<file path="config.mk">
export PLATFORM = sky130hd
export DESIGN_NAME = cbxd_ctrl
export DESIGN_NICKNAME = d
export VERILOG_FILES = /design/src/hdl/cbxd_pkg.sv /design/src/hdl/cbxd_ctrl.sv
export SDC_FILE = /design/constraint.sdc
export NUM_CORES = 1
export LEC_CHECK = 0
export ABC_CLOCK_PERIOD_IN_PS = 3600
export BUFFER_PORTS_ARGS = -buffer_cell sky130_fd_sc_hd__buf_2
export CORE_AREA = 2 2 39 41
export DETAILED_ROUTE_END_ITERATION = 8
export DIE_AREA = 0 0 41 43
export PLACE_DENSITY = 0.69
export SYNTH_ARGS = -nofsm -noshare
export SYNTH_HDL_FRONTEND = slang
export SYNTH_SLANG_ARGS = --single-unit
</file>
<file path="constraint.sdc">
create_clock -name i_clk -period 3.6 [get_ports i_clk]
set_input_delay 0.36 -clock i_clk [delete_from_list [all_inputs] [get_ports i_clk]]
set_output_delay 0.36 -clock i_clk [all_outputs]
set_load 0.05 [all_outputs]
</file>
<file path="src/hdl/cbxd_pkg.sv">
`timescale 1ns / 1ps
// ----------------------------------------------------------------------------
// cbxd_pkg - shared types and constants
// Controller/datapath command and status structs, FSM states, register map.
// ----------------------------------------------------------------------------
package cbxd_pkg;

    localparam int unsigned DATA_W   = 16;
    localparam int unsigned CFG_W    = 5;
    localparam int unsigned SQ_W     = 35;

    // register indexes
    localparam logic [1:0] REG_BLOCK_LENGTH  = 2'd0;
    localparam logic [1:0] REG_STAGE_COUNT   = 2'd1;
    localparam logic [1:0] REG_ENVELOPE_MODE = 2'd2;
    localparam logic [1:0] REG_SIGMA_ENABLE  = 2'd3;

    typedef enum logic [3:0] {
        ST_IDLE,
        ST_READ,
        ST_UPDATE,
        ST_DIV,
        ST_VAR,
        ST_ROOT,
        ST_EMIT_MIN,
        ST_EMIT_MAX,
        ST_EMIT_MEAN
    } t_state;

    // controller -> datapath
    typedef struct packed {
        logic load_in;      // capture input beat
        logic write_stage;  // write updated stage at stage index
        logic clear_stage;  // write cleared stage
        logic sq_acc;       // accumulate squares
        logic sq_clear;     // clear square sums
        logic div_start;    // start mean divide
        logic var_start;    // start variance/root
        logic next_stage;   // advance stage index, carry mean as new sample
        logic out_min;      // load output with min pair
        logic out_max;      // load output with max pair
        logic out_mean;     // load output with mean
        logic out_last;     // run_last flag for this beat
    } t_cmd;

    // datapath -> controller
    typedef struct packed {
        logic full;         // stage reached block length
        logic final_stage;  // stage index is last in use
        logic div_done;
        logic var_done;
        logic env_differs;  // max pair differs from min pair
        logic out_busy;     // output register holds untaken beat
    } t_sts;

endpackage

</file>
<file path="src/hdl/cbxd_ctrl.sv">
`timescale 1ns / 1ps
// ----------------------------------------------------------------------------
// cbxd_ctrl - sequencer
// Walks one beat through the stages: read, update, divide and carry, sigma, emit.
// ----------------------------------------------------------------------------
module cbxd_ctrl (
    input  logic           i_clk,
    input  logic           i_rst_n,
    input  logic           i_in_valid,
    output logic           o_in_ready,
    input  logic           i_envelope_mode,
    input  logic           i_sigma_enable,
    input  cbxd_pkg::t_sts i_sts,
    output cbxd_pkg::t_cmd o_cmd
);
    cbxd_pkg::t_state r_state, n_state;
    logic r_fin, n_fin;

    always_ff @(posedge i_clk) begin
        if (!i_rst_n) begin
            r_state <= cbxd_pkg::ST_IDLE;
            r_fin   <= 1'b0;
        end else begin
            r_state <= n_state;
            r_fin   <= n_fin;
        end
    end

    always_comb begin
        n_state    = r_state;
        n_fin      = r_fin;
        o_cmd      = '0;
        o_in_ready = 1'b0;
        case (r_state)
            cbxd_pkg::ST_IDLE: begin
                o_in_ready = 1'b1;
                if (i_in_valid) begin
                    o_cmd.load_in = 1'b1;
                    n_state = cbxd_pkg::ST_READ;
                end
            end
            // memory read latency
            cbxd_pkg::ST_READ: n_state = cbxd_pkg::ST_UPDATE;
            cbxd_pkg::ST_UPDATE: begin
                o_cmd.write_stage = 1'b1;
                n_fin = i_sts.final_stage;
                if (i_sts.final_stage && i_sigma_enable) o_cmd.sq_acc = 1'b1;
                if (!i_sts.full) begin
                    n_state = cbxd_pkg::ST_IDLE;
                end else begin
                    o_cmd.clear_stage = 1'b1;
                    o_cmd.div_start   = 1'b1;
                    n_state = cbxd_pkg::ST_DIV;
                end
            end
            cbxd_pkg::ST_DIV: begin
                if (i_sts.div_done) begin
                    if (!r_fin) begin
                        o_cmd.next_stage = 1'b1;
                        n_state = cbxd_pkg::ST_READ;
                    end else if (i_envelope_mode) begin
                        n_state = cbxd_pkg::ST_EMIT_MIN;
                    end else if (i_sigma_enable) begin
                        o_cmd.var_start = 1'b1;
                        n_state = cbxd_pkg::ST_VAR;
                    end else begin
                        n_state = cbxd_pkg::ST_EMIT_MEAN;
                    end
                end
            end
            cbxd_pkg::ST_VAR: if (i_sts.var_done) n_state = cbxd_pkg::ST_ROOT;
            cbxd_pkg::ST_ROOT: n_state = cbxd_pkg::ST_EMIT_MEAN;
            cbxd_pkg::ST_EMIT_MEAN: begin
                if (!i_sts.out_busy) begin
                    o_cmd.out_mean = 1'b1;
                    o_cmd.out_last = 1'b1;
                    o_cmd.sq_clear = 1'b1;
                    n_state = cbxd_pkg::ST_IDLE;
                end
            end
            cbxd_pkg::ST_EMIT_MIN: begin
                if (!i_sts.out_busy) begin
                    o_cmd.out_min  = 1'b1;
                    o_cmd.out_last = !i_sts.env_differs;
                    o_cmd.sq_clear = 1'b1;
                    n_state = i_sts.env_differs ? cbxd_pkg::ST_EMIT_MAX : cbxd_pkg::ST_IDLE;
                end
            end
            cbxd_pkg::ST_EMIT_MAX: begin
                if (!i_sts.out_busy) begin
                    o_cmd.out_max  = 1'b1;
                    o_cmd.out_last = 1'b1;
                    n_state = cbxd_pkg::ST_IDLE;
                end
            end
            default: n_state = cbxd_pkg::ST_IDLE;
        endcase
    end
endmodule

</file>
==> impl_metrics.yaml <==
run_status:
  status: "finished, final reports clean"
min_path:
  hp-start: "i_sts[4]"
  hold_path_class: "in2reg"
detailed_routing:
  first_pass_iters: 4
  routed_wire_length_per_instance_um: 11.6
  detail-route-antenna-nets: 0
  via_per_inst: 5.64
  vias: 587
  route.final.wire_length_um: 1210
  first_iter_violations: 11
  dr_drc_count: 0
logic_synthesis:
  ys_async_sr_fraction: 0
  yosys.cell_count.top_type: "nor2_1"
  postSynthCellCount: 67
  synth_area_leader_cell: "dfxtp_1"
  count_of_flip_flops_with_a_built_in_enable_after_synthesis: 0
  yosys-top-cells-count: "6 x nor2_1, 5 x a21oi_1, 5 x dfxtp_1, 5 x o21ai_0, 3 x nor3_1"
  yosys-top-cells-area: "dfxtp_1 19%, a21oi_1 4.8%, o21ai_0 4.8%, mux2_2 4.3%, nor2_1 4.3%"
  yosys.cell_types.count: 37
  mappedNetlistNets: 78
  yosys_warnings: 0
  number_of_synthesized_register_bits: 5
  post-synth-top-area-fraction: 0.192
  synth_top_flop_cell: "dfxtp_1"
  synth.cell_area_um2: 522
  post_synth.cell_area_avg_um2: 7.79
  synth-seq-area-share: 0.192
worst_setup_path:
  cp_slowest_cell: "or4b_2"
  worstPathCellList: "or4b_2 > nor2_1 > or2_2 > buf_2"
  worst_r2r_dst: "r_state[2]$_SDFFE_PN0P_"
  rr_startpoint: "r_state[1]$_SDFFE_PN0P_"
  critical-path-max-stage-delay_ns: 0.74
  cp-endpoint: "o_cmd[7]"
  endpoint_kind: "output port"
  worst_path_top_cell_family_by_delay: "simple AND/OR/NAND/NOR gates"
  reg2reg_setup_slack_ns: 1.90
  timing.reg2reg.worst_path_depth: 4
  worstSetupPathDepth: 4
  worst-endpoint-required_ns: 3.24
  bufs_and_invs_on_worst_path: 1
  start_kind: "register"
  worstSetupPathType: "reg2out"
  timing.critical_path.from: "r_state[1]$_SDFFE_PN0P_"
  critical_path_arrival_ns: 1.93
  worst-path-max-fanout: 18
finish:
  area.sequential_um2: 100
  multi_input_area_um2: 370
  drive_gt1_frac: 0.409
  final-instance-count-excl-fill: 104
  filler_cell_count: 146
  net_count_of_the_finished_layout: 100
  layout-area-overhead-vs-synth_pct: 23.3
  total_inserted_antenna_cells: 0
grt:
  grt_usage: 0.149
  grt_pass1_vias: 474
  grt.overflow.total: 0
  grt_start_max_net_pins: 19
  initial_antenna_violation_count: 0
  grt_first_pass_wirelength_um: 1840
sta:
  totalNegativeSetupSlack_ns: 0
  final.setup_skew_ns: 0.00290
  worst-slew-pin-transition_ns: 0.554
  fmaxAchievable_mhz: 436
  slew_headroom: 0.630
  finalCritPeriodShare: 0.637
  setup_slack_ns: 1.31
  grt_setup_unrepaired: "no"
  finalHoldViolations: 0
  final_period_minus_worst_setup_slack_ns: 2.29
  setup_viol: 0
  timing.final.max_slew_violations: 0
place:
  gp_routability_congestion: 0.799
  place.detailed.instances: 100
  hpwlAfterDp_um: 943
  placement.io_buffers: 23
  placement.setup.worst_slack_ns: 1.55
power_and_ir_drop:
  peakVddDrop_mv: 0.297
  p_leak_nw: 0.281
  pwr_density_cell_nw_per_um2: 608
floorplan:
  die_area_um2: 1760
  core_region_area_um2: 1380
  fp.dieW_um: 41
  dieHeight_um: 43
  rows: 14
  floorplan.initialDensity: 0.377
  floorplan.io_pins: 24
clock_network:
  clock_path_buffers: 2
  cts.hold.buffers_added: 0
  clock_latency_ns: 0.23
  clock-root-buffer: "clkbuf_4"
  tritoncts_num_sinks: 5
  cts.htree.levels: 1
  cts_buffers: 3
  post_cts_resized: 0
  cts_tree: "yes"
  path_clk_slew_ns: 0.04
  cts_setup_buffers: 0
run:
  drv_cap: 0
## power by group
part	total [mW]	internal (mW)	switching [mW]
clock network	0.0614	0.0417	0.0197
registers	0.109	0.0681	0.0405
logic	0.221	0.0763	0.145
total	0.391	0.186	0.205
## worst reg2reg max path, cell delays in order, from the launching register on
cell and delay [ns]:
dfxtp_1 0.66, nor4b_1 0.15, o21a_1 0.24, or4_1 0.47, a21oi_1 0.12
## worst min-delay path by stage
| stage | endpoint | slack, ns | depth (start not counted) |
|---|---|---|---|
| floorplan | r_fin$_SDFFE_PN0N_ | 0.51 | 2 |
| global placement | r_fin$_SDFFE_PN0N_ | 0.60 | 2 |
| detailed placement | r_state[3]$_SDFFE_PN0P_ | 0.60 | 2 |
| CTS | r_fin$_SDFFE_PN0N_ | 0.39 | 3 |
| global route | r_fin$_SDFFE_PN0N_ | 0.39 | 3 |
| finish | r_fin$_SDFFE_PN0N_ | 0.38 | 3 |
## layer usage
layer / track usage / part of all wire
met5: 0 / 0
met4: 0.0600 / 0
met3: 0.0524 / 0.063
met2: 0.238 / 0.50
met1: 0.172 / 0.44
## state kept, by name, indices dropped and copies added (netlist names)
| register | flops |
|---|---|
| r_fin | 1 |
| r_state | 4 |
## logic make-up (layout without fill, tap and decap cells)
group,after synthesis,count (layout),synth area share
multiplexers,3,3,0.0623
AND/OR/NAND/NOR,31,31,0.384
buffers and inverters,9,30,0.0983
AO/OA/AOI/OAI,19,19,0.264
flip-flops,5,5,0.192
## cell usage in the layout, fill, tap and decap left out, types with 3 or more instances in the layout
cell      netlist  final
buf_2           2     23
nor2_1          6      6
o21ai_0         5      5
a21oi_1         5      5
dfxtp_1         5      5
nor3_1          3      3
clkbuf_4        0      3
## through the flow
stage	instance area [um^2]	util	power, mW	hold slack (ns)
finish	643	0.465	0.391	0.384
global route	643	0.465	0.425	0.391
CTS	643	0.465	0.395	0.386
detailed placement	617	0.446	0.330	0.596
global placement	617	0.446	0.328	0.596
floorplan	522	-	0.292	0.508
## area by class of cell
type	instances	share of cell area
well taps	16	0.0311
inverters	3	0.0175
repair buffers	23	0.179
multi-input cells	53	0.576
flip-flops and latches	5	0.156
clock buffers	4	0.0409
No activity file was read; power rests on OpenSTA's default activity.
